<file path="src/rtl/pcgbr_pkg.sv">
`timescale 1ns / 1ps
// Package for the PCG32 bounded random generator: command codes, controller
// and datapath types, LCG constants and the seeded reset state.
// No dependencies.
package pcgbr_pkg;

	localparam int unsigned WordW = 32;
	localparam int unsigned StateW = 64;

	localparam logic [StateW-1:0] PcgMult = 64'h5851f42d4c957f2d;
	localparam logic [WordW-1:0] SeedReset = 32'd1955588763;

	typedef enum logic [1:0] {
		CMD_RESEED = 2'd0,
		CMD_RAW    = 2'd1,
		CMD_UBOUND = 2'd2,
		CMD_SBOUND = 2'd3
	} cmd_t;

	typedef enum logic [2:0] {
		DP_NOP,
		DP_LOAD,
		DP_RS_INIT,
		DP_STEP0,
		DP_STEP1,
		DP_STEP2,
		DP_STEP3,
		DP_RS_ADD
	} dp_op_t;

	typedef enum logic [1:0] {
		RES_ZERO,
		RES_RND,
		RES_LOW,
		RES_SUM
	} res_sel_t;

	typedef enum logic [3:0] {
		ST_IDLE,
		ST_STEP0,
		ST_STEP1,
		ST_STEP2,
		ST_STEP3,
		ST_RS_ADD,
		ST_THR_START,
		ST_THR_WAIT,
		ST_CHECK,
		ST_REM_WAIT,
		ST_FINISH
	} state_t;

	typedef struct packed {
		dp_op_t   op;
		logic     div_start;
		logic     div_sel_rnd;
		logic     thr_load;
		logic     out_load;
		res_sel_t res_sel;
	} ctrl_cmd_t;

	typedef struct packed {
		logic empty;
		logic rnd_lt_thr;
		logic div_done;
	} dp_status_t;

	function automatic logic [StateW-1:0] pcg_lcg(logic [StateW-1:0] s, logic [WordW-1:0] inc);
		return s * PcgMult + {{(StateW-WordW){1'b0}}, inc};
	endfunction

	function automatic logic [StateW-1:0] pcg_seeded_state(logic [WordW-1:0] seed);
		logic [WordW-1:0]  inc;
		logic [StateW-1:0] s;
		inc = {seed[WordW-2:0], 1'b1};
		s = pcg_lcg('0, inc);
		s = s + {{(StateW-WordW){1'b0}}, seed};
		s = pcg_lcg(s, inc);
		return s;
	endfunction

	localparam logic [StateW-1:0] ResetState = pcg_seeded_state(SeedReset);
	localparam logic [WordW-1:0] ResetInc = {SeedReset[WordW-2:0], 1'b1};

endpackage

</file>
<file path="src/rtl/pcgbr_if.sv">
`timescale 1ns / 1ps
// Valid/ready channel interfaces for request and response beats.
// No dependencies.
interface pcgbr_req_if;
	logic        valid;
	logic        ready;
	logic [1:0]  cmd;
	logic [31:0] low_bound;
	logic [31:0] high_bound;

	modport source (output valid, output cmd, output low_bound, output high_bound, input ready);
	modport sink (input valid, input cmd, input low_bound, input high_bound, output ready);
endinterface

interface pcgbr_rsp_if;
	logic        valid;
	logic        ready;
	logic [31:0] value;

	modport source (output valid, output value, input ready);
	modport sink (input valid, input value, output ready);
endinterface

</file>
<file path="src/rtl/pcgbr_div.sv">
`timescale 1ns / 1ps
// Bit-serial restoring divider, remainder only, one quotient bit per cycle.
// Depends on pcgbr_pkg.
module pcgbr_div (
	input  logic                     clk,
	input  logic                     arst_n,
	input  logic                     start,
	input  logic [pcgbr_pkg::WordW-1:0] dividend,
	input  logic [pcgbr_pkg::WordW-1:0] divisor,
	output logic                     done,
	output logic [pcgbr_pkg::WordW-1:0] rem
);
	import pcgbr_pkg::*;

	localparam int unsigned CntW = $clog2(WordW);
	localparam logic [CntW-1:0] CntLast = CntW'(WordW - 1);

	logic            run_q;
	logic            done_q;
	logic [CntW-1:0] cnt_q;
	logic [WordW-1:0] rem_q;
	logic [WordW-1:0] sh_q;
	logic [WordW:0]  trial;
	logic [WordW:0]  diff;
	logic            ge;
	logic [WordW-1:0] rem_nxt;

	assign trial   = {rem_q, sh_q[WordW-1]};
	assign ge      = trial >= {1'b0, divisor};
	assign diff    = trial - {1'b0, divisor};
	assign rem_nxt = ge ? diff[WordW-1:0] : trial[WordW-1:0];

	always_ff @(posedge clk or negedge arst_n) begin
		if (!arst_n) begin
			run_q  <= 1'b0;
			done_q <= 1'b0;
			cnt_q  <= '0;
		end else begin
			done_q <= 1'b0;
			if (start) begin
				run_q <= 1'b1;
				cnt_q <= '0;
			end else if (run_q) begin
				cnt_q <= cnt_q + CntW'(1);
				if (cnt_q == CntLast) begin
					run_q  <= 1'b0;
					done_q <= 1'b1;
				end
			end
		end
	end

	always_ff @(posedge clk) begin
		if (start) begin
			rem_q <= '0;
			sh_q  <= dividend;
		end else if (run_q) begin
			rem_q <= rem_nxt;
			sh_q  <= {sh_q[WordW-2:0], 1'b0};
		end
	end

	assign done = done_q;
	assign rem  = rem_q;

endmodule

</file>
<file path="src/rtl/pcgbr_dp.sv">
`timescale 1ns / 1ps
// Datapath: LCG state, shared 32x32 multiplier, XSH-RR output, threshold,
// divider and output register. Depends on pcgbr_pkg and pcgbr_div.
module pcgbr_dp (
	input  logic                     clk,
	input  logic                     arst_n,
	input  logic                     seed_wr_en,
	input  logic [pcgbr_pkg::WordW-1:0] seed_wr_data,
	input  logic [1:0]               req_cmd,
	input  logic [pcgbr_pkg::WordW-1:0] req_low,
	input  logic [pcgbr_pkg::WordW-1:0] req_high,
	input  pcgbr_pkg::ctrl_cmd_t     ctl,
	output pcgbr_pkg::dp_status_t    sts,
	output logic [pcgbr_pkg::WordW-1:0] value
);
	import pcgbr_pkg::*;

	logic [StateW-1:0] state_q;
	logic [WordW-1:0]  inc_q;
	logic [WordW-1:0]  seed_q;
	logic [WordW-1:0]  lo_q;
	logic [WordW-1:0]  range_q;
	logic [WordW-1:0]  thr_q;
	logic [WordW-1:0]  rnd_q;
	logic [StateW-1:0] mul_q;
	logic [StateW-1:0] acc_q;
	logic [WordW-1:0]  value_q;

	logic [WordW-1:0]  mul_a;
	logic [WordW-1:0]  mul_b;
	logic [StateW-1:0] mul_p;
	logic [StateW-1:0] xs_t;
	logic [WordW-1:0]  xs;
	logic [4:0]        rot;
	logic [StateW-1:0] rot_t;
	logic [WordW-1:0]  rnd_nxt;
	logic [WordW-1:0]  div_dividend;
	logic              div_done;
	logic [WordW-1:0]  div_rem;
	logic [WordW-1:0]  res;

	// XSH-RR on the old state
	assign xs_t    = state_q ^ (state_q >> 18);
	assign xs      = xs_t[58:27];
	assign rot     = state_q[63:59];
	assign rot_t   = {xs, xs} >> rot;
	assign rnd_nxt = rot_t[WordW-1:0];

	always_comb begin
		mul_a = state_q[WordW-1:0];
		mul_b = PcgMult[WordW-1:0];
		case (ctl.op)
			DP_STEP1: begin
				mul_a = state_q[StateW-1:WordW];
			end
			DP_STEP2: begin
				mul_b = PcgMult[StateW-1:WordW];
			end
			default: begin
			end
		endcase
	end

	assign mul_p = {{WordW{1'b0}}, mul_a} * {{WordW{1'b0}}, mul_b};

	always_ff @(posedge clk or negedge arst_n) begin
		if (!arst_n) begin
			state_q <= ResetState;
			inc_q   <= ResetInc;
			seed_q  <= SeedReset;
		end else begin
			if (seed_wr_en) begin
				seed_q <= seed_wr_data;
			end
			unique case (ctl.op)
				DP_RS_INIT: begin
					state_q <= '0;
					inc_q   <= {seed_q[WordW-2:0], 1'b1};
				end
				DP_STEP3: begin
					state_q <= {acc_q[StateW-1:WordW] + mul_q[WordW-1:0], acc_q[WordW-1:0]};
				end
				DP_RS_ADD: begin
					state_q <= state_q + {{(StateW-WordW){1'b0}}, seed_q};
				end
				DP_NOP, DP_LOAD, DP_STEP0, DP_STEP1, DP_STEP2: begin
				end
			endcase
		end
	end

	always_ff @(posedge clk) begin
		unique case (ctl.op)
			DP_LOAD: begin
				lo_q    <= req_low;
				range_q <= req_high - req_low;
			end
			DP_STEP0: begin
				mul_q <= mul_p;
				rnd_q <= rnd_nxt;
			end
			DP_STEP1: begin
				mul_q <= mul_p;
				acc_q <= mul_q + {{(StateW-WordW){1'b0}}, inc_q};
			end
			DP_STEP2: begin
				mul_q <= mul_p;
				acc_q[StateW-1:WordW] <= acc_q[StateW-1:WordW] + mul_q[WordW-1:0];
			end
			DP_NOP, DP_RS_INIT, DP_STEP3, DP_RS_ADD: begin
			end
		endcase
		if (ctl.thr_load) begin
			thr_q <= div_rem;
		end
		if (ctl.out_load) begin
			value_q <= res;
		end
	end

	assign div_dividend = ctl.div_sel_rnd ? rnd_q : (WordW'(0) - range_q);

	pcgbr_div u_div (
		.clk      (clk),
		.arst_n   (arst_n),
		.start    (ctl.div_start),
		.dividend (div_dividend),
		.divisor  (range_q),
		.done     (div_done),
		.rem      (div_rem)
	);

	always_comb begin
		unique case (ctl.res_sel)
			RES_ZERO: res = '0;
			RES_RND:  res = rnd_q;
			RES_LOW:  res = lo_q;
			RES_SUM:  res = lo_q + div_rem;
		endcase
	end

	assign sts.empty      = (req_cmd == CMD_SBOUND) ? ($signed(req_low) >= $signed(req_high))
	                                                : (req_low >= req_high);
	assign sts.rnd_lt_thr = rnd_q < thr_q;
	assign sts.div_done   = div_done;
	assign value          = value_q;

endmodule

</file>
<file path="src/rtl/pcgbr_ctrl.sv">
`timescale 1ns / 1ps
// Controller: sequences reseed, LCG steps, divides and rejection retries,
// and owns the handshakes. Depends on pcgbr_pkg.
module pcgbr_ctrl (
	input  logic                  clk,
	input  logic                  arst_n,
	input  logic                  req_valid,
	input  logic [1:0]            req_cmd,
	output logic                  req_ready,
	output logic                  rsp_valid,
	input  logic                  rsp_ready,
	input  pcgbr_pkg::dp_status_t sts,
	output pcgbr_pkg::ctrl_cmd_t  ctl
);
	import pcgbr_pkg::*;

	state_t   state_q;
	state_t   state_nxt;
	cmd_t     cmd_q;
	cmd_t     cmd_in;
	logic     pass_q;
	res_sel_t res_sel_q;
	logic     out_valid_q;
	logic     accept;
	logic     out_free;

	assign cmd_in   = cmd_t'(req_cmd);
	assign accept   = req_valid && req_ready;
	assign out_free = !out_valid_q || rsp_ready;

	always_comb begin
		state_nxt = state_q;
		unique case (state_q)
			ST_IDLE: begin
				if (accept) begin
					unique case (cmd_in) inside
						CMD_RESEED, CMD_RAW: state_nxt = ST_STEP0;
						CMD_UBOUND, CMD_SBOUND: state_nxt = sts.empty ? ST_FINISH : ST_THR_START;
					endcase
				end
			end
			ST_STEP0: state_nxt = ST_STEP1;
			ST_STEP1: state_nxt = ST_STEP2;
			ST_STEP2: state_nxt = ST_STEP3;
			ST_STEP3: begin
				unique case (cmd_q) inside
					CMD_RESEED: state_nxt = pass_q ? ST_FINISH : ST_RS_ADD;
					CMD_RAW: state_nxt = ST_FINISH;
					CMD_UBOUND, CMD_SBOUND: state_nxt = ST_CHECK;
				endcase
			end
			ST_RS_ADD: state_nxt = ST_STEP0;
			ST_THR_START: state_nxt = ST_THR_WAIT;
			ST_THR_WAIT: begin
				if (sts.div_done) begin
					state_nxt = ST_STEP0;
				end
			end
			ST_CHECK: state_nxt = sts.rnd_lt_thr ? ST_STEP0 : ST_REM_WAIT;
			ST_REM_WAIT: begin
				if (sts.div_done) begin
					state_nxt = ST_FINISH;
				end
			end
			ST_FINISH: begin
				if (out_free) begin
					state_nxt = ST_IDLE;
				end
			end
			default: state_nxt = ST_IDLE;
		endcase
	end

	always_comb begin
		ctl.op          = DP_NOP;
		ctl.div_start   = 1'b0;
		ctl.div_sel_rnd = 1'b0;
		ctl.thr_load    = 1'b0;
		ctl.out_load    = 1'b0;
		ctl.res_sel     = res_sel_q;
		req_ready       = 1'b0;
		unique case (state_q)
			ST_IDLE: begin
				req_ready = 1'b1;
				if (accept) begin
					ctl.op = (cmd_in == CMD_RESEED) ? DP_RS_INIT : DP_LOAD;
				end
			end
			ST_STEP0: ctl.op = DP_STEP0;
			ST_STEP1: ctl.op = DP_STEP1;
			ST_STEP2: ctl.op = DP_STEP2;
			ST_STEP3: ctl.op = DP_STEP3;
			ST_RS_ADD: ctl.op = DP_RS_ADD;
			ST_THR_START: ctl.div_start = 1'b1;
			ST_THR_WAIT: ctl.thr_load = sts.div_done;
			ST_CHECK: begin
				ctl.div_start   = !sts.rnd_lt_thr;
				ctl.div_sel_rnd = 1'b1;
			end
			ST_REM_WAIT: begin
			end
			ST_FINISH: ctl.out_load = out_free;
			default: begin
			end
		endcase
	end

	always_ff @(posedge clk or negedge arst_n) begin
		if (!arst_n) begin
			state_q     <= ST_IDLE;
			cmd_q       <= CMD_RAW;
			pass_q      <= 1'b0;
			res_sel_q   <= RES_ZERO;
			out_valid_q <= 1'b0;
		end else begin
			state_q <= state_nxt;
			if (accept) begin
				cmd_q  <= cmd_in;
				pass_q <= 1'b0;
				unique case (cmd_in) inside
					CMD_RESEED: res_sel_q <= RES_ZERO;
					CMD_RAW: res_sel_q <= RES_RND;
					CMD_UBOUND, CMD_SBOUND: res_sel_q <= sts.empty ? RES_LOW : RES_SUM;
				endcase
			end
			if (state_q == ST_RS_ADD) begin
				pass_q <= 1'b1;
			end
			if (ctl.out_load) begin
				out_valid_q <= 1'b1;
			end else if (rsp_ready) begin
				out_valid_q <= 1'b0;
			end
		end
	end

	assign rsp_valid = out_valid_q;

	a_finish_fills: assert property (@(posedge clk) disable iff (!arst_n)
		(state_q == ST_FINISH && out_free) |=> out_valid_q)
		else $error("finished beat not placed in output register");

	a_accept_leaves_idle: assert property (@(posedge clk) disable iff (!arst_n)
		accept |=> (state_q != ST_IDLE))
		else $error("accepted beat left controller idle");

	a_div_done_waiting: assert property (@(posedge clk) disable iff (!arst_n)
		sts.div_done |-> (state_q == ST_THR_WAIT || state_q == ST_REM_WAIT))
		else $error("divider finished outside a wait state");

	a_step_sequence: assert property (@(posedge clk) disable iff (!arst_n)
		(state_q == ST_STEP0) |=> (state_q == ST_STEP1) ##1 (state_q == ST_STEP2)
		##1 (state_q == ST_STEP3))
		else $error("LCG step sequence broken");

	a_reseed_add_once: assert property (@(posedge clk) disable iff (!arst_n)
		(state_q == ST_RS_ADD) |-> (cmd_q == CMD_RESEED && !pass_q))
		else $error("seed add outside first reseed pass");

endmodule

</file>
<file path="src/rtl/pcg32_bounded_random.sv">
`timescale 1ns / 1ps
// Top level of the PCG32 bounded random generator.
// Depends on pcgbr_pkg, pcgbr_if, pcgbr_ctrl, pcgbr_dp.
//
// PCG32 (XSH-RR, 64-bit LCG) generator handling one request beat at a time.
// Each LCG step runs through the states STEP0 to STEP3 on one shared 32x32
// multiplier. A bounded draw with low below high runs two bit-serial
// remainder operations (threshold and final modulo) and one LCG step, and
// each rejected word costs another LCG step. A bounded request with an empty
// interval returns low without advancing the generator. The generator state
// is preloaded at reset with the state seeded by the reset seed, so requests
// are taken right after reset. A new request is accepted while the previous
// response beat still waits in the output register.
module pcg32_bounded_random (
	input  logic                     clk,
	input  logic                     arst_n,
	input  logic                     seed_wr_en,
	input  logic [pcgbr_pkg::WordW-1:0] seed_wr_data,
	pcgbr_req_if.sink                req,
	pcgbr_rsp_if.source              rsp
);
	import pcgbr_pkg::*;

	ctrl_cmd_t  ctl;
	dp_status_t sts;

	pcgbr_ctrl u_ctrl (
		.clk       (clk),
		.arst_n    (arst_n),
		.req_valid (req.valid),
		.req_cmd   (req.cmd),
		.req_ready (req.ready),
		.rsp_valid (rsp.valid),
		.rsp_ready (rsp.ready),
		.sts       (sts),
		.ctl       (ctl)
	);

	pcgbr_dp u_dp (
		.clk          (clk),
		.arst_n       (arst_n),
		.seed_wr_en   (seed_wr_en),
		.seed_wr_data (seed_wr_data),
		.req_cmd      (req.cmd),
		.req_low      (req.low_bound),
		.req_high     (req.high_bound),
		.ctl          (ctl),
		.sts          (sts),
		.value        (rsp.value)
	);

endmodule
</file>
<file path="src/flat_wrapper.sv">
// flat-port wrapper written by rule: the top's interface ports become plain ports
module pcg32_bounded_random_flat import pcgbr_pkg::*;
  (clk, arst_n, seed_wr_en, seed_wr_data, req_valid, req_cmd, req_low_bound, req_high_bound, req_ready, rsp_valid, rsp_value, rsp_ready);
  pcgbr_req_if req_i ();
  pcgbr_rsp_if rsp_i ();
  input  logic clk;
  input  logic arst_n;
  input  logic seed_wr_en;
  input  logic [pcgbr_pkg::WordW-1:0] seed_wr_data;
  input wire logic [$bits(req_i.valid)-1:0] req_valid;
  input wire logic [$bits(req_i.cmd)-1:0] req_cmd;
  input wire logic [$bits(req_i.low_bound)-1:0] req_low_bound;
  input wire logic [$bits(req_i.high_bound)-1:0] req_high_bound;
  output wire logic [$bits(req_i.ready)-1:0] req_ready;
  output wire logic [$bits(rsp_i.valid)-1:0] rsp_valid;
  output wire logic [$bits(rsp_i.value)-1:0] rsp_value;
  input wire logic [$bits(rsp_i.ready)-1:0] rsp_ready;
  assign req_i.valid = req_valid;
  assign req_i.cmd = req_cmd;
  assign req_i.low_bound = req_low_bound;
  assign req_i.high_bound = req_high_bound;
  assign req_ready = req_i.ready;
  assign rsp_valid = rsp_i.valid;
  assign rsp_value = rsp_i.value;
  assign rsp_i.ready = rsp_ready;
  pcg32_bounded_random u_core (.clk(clk), .arst_n(arst_n), .seed_wr_en(seed_wr_en), .seed_wr_data(seed_wr_data), .req(req_i), .rsp(rsp_i));
endmodule
</file>
<file path="config.mk">
export PLATFORM = sky130hd
export DESIGN_NAME = pcg32_bounded_random_flat
export DESIGN_NICKNAME = d
export VERILOG_FILES = /design/src/rtl/pcgbr_pkg.sv /design/src/rtl/pcgbr_if.sv /design/src/rtl/pcgbr_div.sv /design/src/rtl/pcgbr_dp.sv /design/src/rtl/pcgbr_ctrl.sv /design/src/rtl/pcg32_bounded_random.sv /design/src/flat_wrapper.sv
export SDC_FILE = /design/constraint.sdc
export NUM_CORES = 2
export LEC_CHECK = 0
export BUFFER_PORTS_ARGS = -buffer_cell sky130_fd_sc_hd__clkbuf_2
export CAP_MARGIN = 40
export CORE_ASPECT_RATIO = 1.4
export CORE_MARGIN = 2
export CORE_UTILIZATION = 66
export DETAILED_ROUTE_END_ITERATION = 16
export GPL_TIMING_DRIVEN = 1
export PLACE_DENSITY = 0.94
export SYNTH_ARGS = -nofsm -noshare
export SYNTH_HDL_FRONTEND = slang
export SYNTH_SLANG_ARGS = --single-unit
</file>
<file path="constraint.sdc">
create_clock -name clk -period 12.4 [get_ports clk]
set_clock_uncertainty 0.15 [all_clocks]
set_input_delay 0.62 -clock clk [delete_from_list [all_inputs] [get_ports clk]]
set_output_delay 0.62 -clock clk [all_outputs]
set_load 0.005 [all_outputs]
</file>
* Yosys cells after proc, flatten, opt, wreduce, memory -nomap -nowiden *
Cells that the tools add are included.

word-level totals
  latch bits = 0
  logic and storage cells = 127
  memories = 0
  register bits after elaboration = 496
  ROM bits = 0
  output and inout bits = 34
  memory bits (writable) = 0
  bits of input ports = 103

cells by class
  div/mod/pow operators = 0
  bitwise logic cells = 1
  reduce and logical (&&, ||, !) cells = 18
  mux-type cells = 42
  shift operators = 1
  add/sub/neg operators = 8
  equality and inequality tests = 31
  $mul = 1
  magnitude comparators = 4

operator list
  kind                     count
  $pmux W64 S3             1
  $mux W32                 5
  $add A64 B32 Y64         2
  $pmux W32 S4             1
  $add A32 B32 Y32         2
  $ge A32 B32 Y1           2
  $mul A32 B32 Y64         1
  $pmux W32 S2             1
  $shr A64 B5 Y32          1
  $sub A32 B32 Y32         2
  $xor A59 B46 Y59         1
  $pmux W4 S11             1
  $ge A33 B32 Y1           1
  $lt A32 B32 Y1           1
  $sub A1 B32 Y32 const A  1
  $mux W29                 1
  $mux W4                  7
  $pmux W3 S6              1
  $eq A4 B3 Y1 const B     4
  $mux W1                  16
  $eq A2 B2 Y1 const B     6
  $eq A3 B3 Y1 const B     4
  $eq A4 B4 Y1 const B     3
  $pmux W4 S3              1
  other kinds (23)         40

* Longest topological paths before layout *
  depth after elaboration = 8
  mapped depth = 37
  mapped depth without buffers = 32

* Hierarchy *
A second synthesis with hierarchy kept.

second synthesis, totals
  cell total of the unflattened synthesis = 5,901
  area, all modules = 56,694.4 µm²

modules (own cells, without submodules)
  module      cells each  times used  area an instance (µm²)  seq. area each (µm²)
  pcgbr_dp    5,286       1           51,033.9                11,915.2
  pcgbr_div   534         1           4,936.0                 1,776.7
  pcgbr_ctrl  81          1           724.4                   251.5

* Least setup slack after synthesis *
No wires, ideal clock.

  kind = reg-to-reg
  from = register u_core.u_ctrl.state_q[3]
  to = register u_core.u_dp.mul_q[47] (data pin)
  slack = 1.594 ns
  clock period less this slack = 10.806 ns
  library setup time = 0.135 ns
  data required time = 12.115 ns
  stages on the path, launching flop included = 30
  path buffers = 3
  data arrival time = 10.521 ns
  cells stage by stage = dfrtp_1 clkbuf_1 nor3_1 nand2_1 clkbuf_1 clkbuf_1 nor2_1 inv_1 fa_1 fa_1 fa_1 inv_1 fa_1 inv_1 fa_1 fa_1 fa_1 fa_1 inv_1 ha_1 a21oi_1 o21ai_0 a211oi_1 nor3b_1 a211oi_1 o31ai_1 a21boi_0 o21ai_0 or4b_2 nand3_1

between the ends
  word-level cells in the longest chain between the ends = 8
  elaborated cells between the ends (all ways) = 15
  those cells by class = 1 x mul; 7 x eq/ne; 5 x mux; 2 x reduce/logical

ends and longest elaborated chain
  element                               RTL line           source
  start, declared                       pcgbr_ctrl.sv:17   state_t state_q;
  start signal, assigned                pcgbr_ctrl.sv:116  state_q <= state_nxt;
  $logic_not A4 Y1                      pcgbr_ctrl.sv:82   unique case (state_q)
  $mux W1                               pcgbr_ctrl.sv:82
  $logic_and A1 B1 Y1                   pcgbr_ctrl.sv:28   assign accept = req_valid && req_ready;
  $mux W2                               pcgbr_ctrl.sv:85   if (accept) begin
  $pmux W3 S6 *                         pcgbr_ctrl.sv:82
  $eq A3 B3 Y1                          pcgbr_dp.sv:52     case (ctl.op)
  $mux W32 or $mux W29 (tied branches)  pcgbr_dp.sv:52
  $mul A32 B32 Y64 *                    pcgbr_dp.sv:64     assign mul_p = {{WordW{1'b0}}, mul_a} * {{WordW{1'b0}}, mul_b};
  net u_core.u_dp.mul_p[47]             pcgbr_dp.sv:31     logic [StateW-1:0] mul_p;
  end signal, assigned                  pcgbr_dp.sv:99     mul_q <= mul_p;
  end signal, assigned                  pcgbr_dp.sv:103    mul_q <= mul_p;
  end signal, assigned                  pcgbr_dp.sv:107    mul_q <= mul_p;
  end, declared                         pcgbr_dp.sv:25     logic [StateW-1:0] mul_q;

Mark *: on every way through the listed nets, which the timed path passes. The rest lies on a longest branch.
A chain may end at the register's enable or synchronous reset.

* Final worst setup path *
Same ends and word-level chain as after synthesis.

==> flow_metrics.tcl <==
set metrics [dict create \
    ys_async_sr_fraction_pct 29.0 \
    outcome "completed" \
    vias 45428 \
    drtIter0Drc 3991 \
    path_clk_slew_ns 0.07 \
    reg2reg_to "u_core.u_dp.mul_q[47]" \
    first_global_vias 47820 \
    area_delta_synth_final_pct 6.61 \
    worstSetupPathType "reg2reg" \
    drive_above_1_share_pct 8.24 \
    synth_flop_cell "edfxtp_1" \
    yosys_warnings 0 \
    wl_um 181000 \
    cts-buffers-inserted 45 \
    cts_resized 0 \
    r2r_cells 28 \
    grtUsageTotal_pct 41.6 \
    max_slew_margin_pct 33.7 \
    start_util_pct 66.4 \
    die_height_um 348 \
    syn_area_um2 55900 \
    mostFrequentLayoutCells "inv_1, ha_1, fa_1, nand2_1, a21oi_1" \
    r2r_start "u_core.u_ctrl.state_q[3]" \
    crit_fanout 41 \
    fin_nets 7258 \
    synth_edf_count 320 \
    grt_pass1_wl_um 272000 \
    crit_arrival_ns 11.43 \
    postCtsSetupBuffers 0 \
    synth-seq-area-share_pct 24.9 \
    tritoncts "yes" \
    num_io_pins 137 \
    clock-sinks 496 \
    grt_max_degree 99 \
    crit_required_ns 12.72 \
    cpMaxStageDelayCell "and3_4" \
    cp_common_cell "fa_1" \
    cpPeakStageDelay_ns 0.79 \
    ant_nets 0 \
    core_area_um2 84200 \
    wl_met3_um 12700 \
    end_kind "flip-flop" \
    multi_input_area_um2 37800 \
    synth.top_cells.by_area "fa_1, edfxtp_1, ha_1" \
    cts_buffer_depth 3 \
    grt_setup_unrepaired "false" \
    fin_setup_tns_ns 0 \
    hold_viol 0 \
    yosysUniqueCellTypes 85 \
    synth_cells 5857 \
    route.met2.wl_um 87700 \
    reg2reg_slack_ns 1.29 \
    gr-total-overflow 0 \
    synth_top_area_share_pct 19.3 \
    highest_layer "met5" \
    hold_path_class "in2reg" \
    startpoint_type "flip-flop" \
    route.detailed.drc 0 \
    fin_crit_sh_pct 89.6 \
    fin_crit_ns 11.11 \
    whs_endpoint "u_core.u_dp.seed_q[7]" \
    antenna_found_initial 7 \
    die_w_um 250 \
    place.port_buffers 136 \
    wl_met1_um 56800 \
    layout_commonest_cell "inv_1" \
    fill_cells 6100 \
    insertion_delay_ns 0.63 \
    tightestPinTransition_ns 0.994 \
    drtPass1Iterations 8 \
    timing.fmax_mhz 90.0 \
    rows 126 \
    synth_top_cell_by_area "fa_1" \
    min_from "seed_wr_data[7]" \
    root_buffer "clkbuf_16" \
    place.gp.congestion 1.04 \
    cts_htree_levels 2 \
    cap_violations 0 \
    setup_viol 0 \
    viasPerCell 6.42 \
    synth_area_per_cell_um2 9.55 \
    holdPathStages 2 \
    hpwl_um 146000 \
    ys_ff_latch 496 \
    regArea_um2 13900 \
    wl_per_cell_um 25.5 \
    slew_viol_final 0 \
    die-area_um2 87100 \
]
[synthesized netlist by cell type (21+ instances only)]
master / number
inv_1: 961
ha_1: 672
fa_1: 539
nand2_1: 390
a21oi_1: 375
nor2_1: 367
o21ai_0: 339
edfxtp_1: 320
xnor2_1: 215
clkbuf_1: 155
a21o_1: 150
mux2i_1: 112
xor2_1: 107
mux2_2: 89
nand3_1: 75
nor3_1: 75
dfrtp_1: 72
dfstp_2: 72
nand4_1: 61
and3_1: 48
nor2b_1: 41
o21bai_1: 41
a211oi_1: 40
a22oi_1: 38
nor4_1: 36
a31oi_1: 35
nand2b_1: 34
dfxtp_1: 32
buf_1: 31
o211ai_1: 29
o21a_1: 29
or3_1: 22
a221o_1: 21
[kinds of logic after synthesis]
group                    after synthesis  synth area share, %
buffers and inverters               1162                 7.82
multiplexers                         213                 4.26
other                                  2               0.0134
XOR/XNOR                             322                 5.04
adder cells (fa/ha/maj)             1211                 34.3
AO/OA/AOI/OAI                       1227                 13.5
AND/OR/NAND/NOR                     1224                 10.1
flip-flops                           496                 24.9
[timing repair]
| action | in CTS | in global routing |
|---|---|---|
| hold endpoints to repair | 29 | 0 |
| endpoints found under the setup margin | 0 | 0 |
| hold buffers | 1 | 0 |
[layout make-up]
cell class                 count  share of cell area (%)
multi-input combinational   4228                    63.4
antenna                        2                 0.00839
clock buffer                  63                    2.28
clock inverter                21                   0.384
timing repair buffer         204                    2.16
sequential                   496                    23.4
tap                         1088                    2.28
inverter                     969                    6.10
[per-stage QoR]
step	cell area (um^2)	utilization (%)	hold WS, ns	worst slack [ns]	cells
floorplan	56100	-	0.174	1.59	5886
global placement	57800	68.7	0.310	1.66	6966
detailed placement	58000	68.9	0.316	1.65	6981
CTS	59600	70.8	0.0737	1.61	7066
global route	59600	70.8	0.0626	0.847	7069
finish	59600	70.8	0.0707	1.29	7071
[routing by layer]
layer / global-route usage [%] / vias to the layer above
met5: 0 / -
met4: 44.1 / 8
met3: 7.20 / 1033
met2: 72.0 / 2448
met1: 40.7 / 21904
li1: - / 20035
[critical path: cells and delay by family (launching register included)]
family                     cells  cell delay [ns]
adders and majority gates      9             4.18
AOI/OAI and AO/OA              6             1.61
and+or+nand+nor                7             2.89
buffers and inverters          5             0.79
muxes                          1             0.73
DFF                            1             0.54
[how the worst max path moves through the flow]
stage,startpoint,depth (start not counted),slack (ns),to
after global routing,u_core.u_ctrl.state_q[3],28,0.85,u_core.u_dp.mul_q[59]
after global placement,u_core.u_ctrl.state_q[3],26,1.66,u_core.u_dp.mul_q[59]
after floorplan,u_core.u_ctrl.state_q[3],29,1.59,u_core.u_dp.mul_q[47]
after detailed placement,u_core.u_ctrl.state_q[2],28,1.65,u_core.u_dp.mul_q[59]
final,u_core.u_ctrl.state_q[3],28,1.29,u_core.u_dp.mul_q[47]
after CTS,u_core.u_ctrl.state_q[3],28,1.61,u_core.u_dp.mul_q[59]
[flip-flops by register name, indices dropped and copies added (netlist names), 2 cells and up]
name                     count
u_core.u_dp.range_q         32
u_core.u_ctrl.res_sel_q      2
u_core.u_dp.mul_q           64
u_core.u_dp.acc_q           64
u_core.u_dp.inc_q           31
u_core.u_dp.u_div.cnt_q      5
u_core.u_dp.u_div.sh_q      32
u_core.u_dp.rnd_q           32
u_core.u_dp.u_div.rem       32
u_core.u_ctrl.state_q        4
u_core.u_dp.value           32
u_core.u_dp.state_q         64
u_core.u_dp.thr_q           32
u_core.u_dp.lo_q            32
u_core.u_dp.seed_q          32
u_core.u_ctrl.cmd_q          2
Power is left out: the tool's default activity adds up to more than one toggle a clock period on the data nets, which glitch-free logic cannot reach.
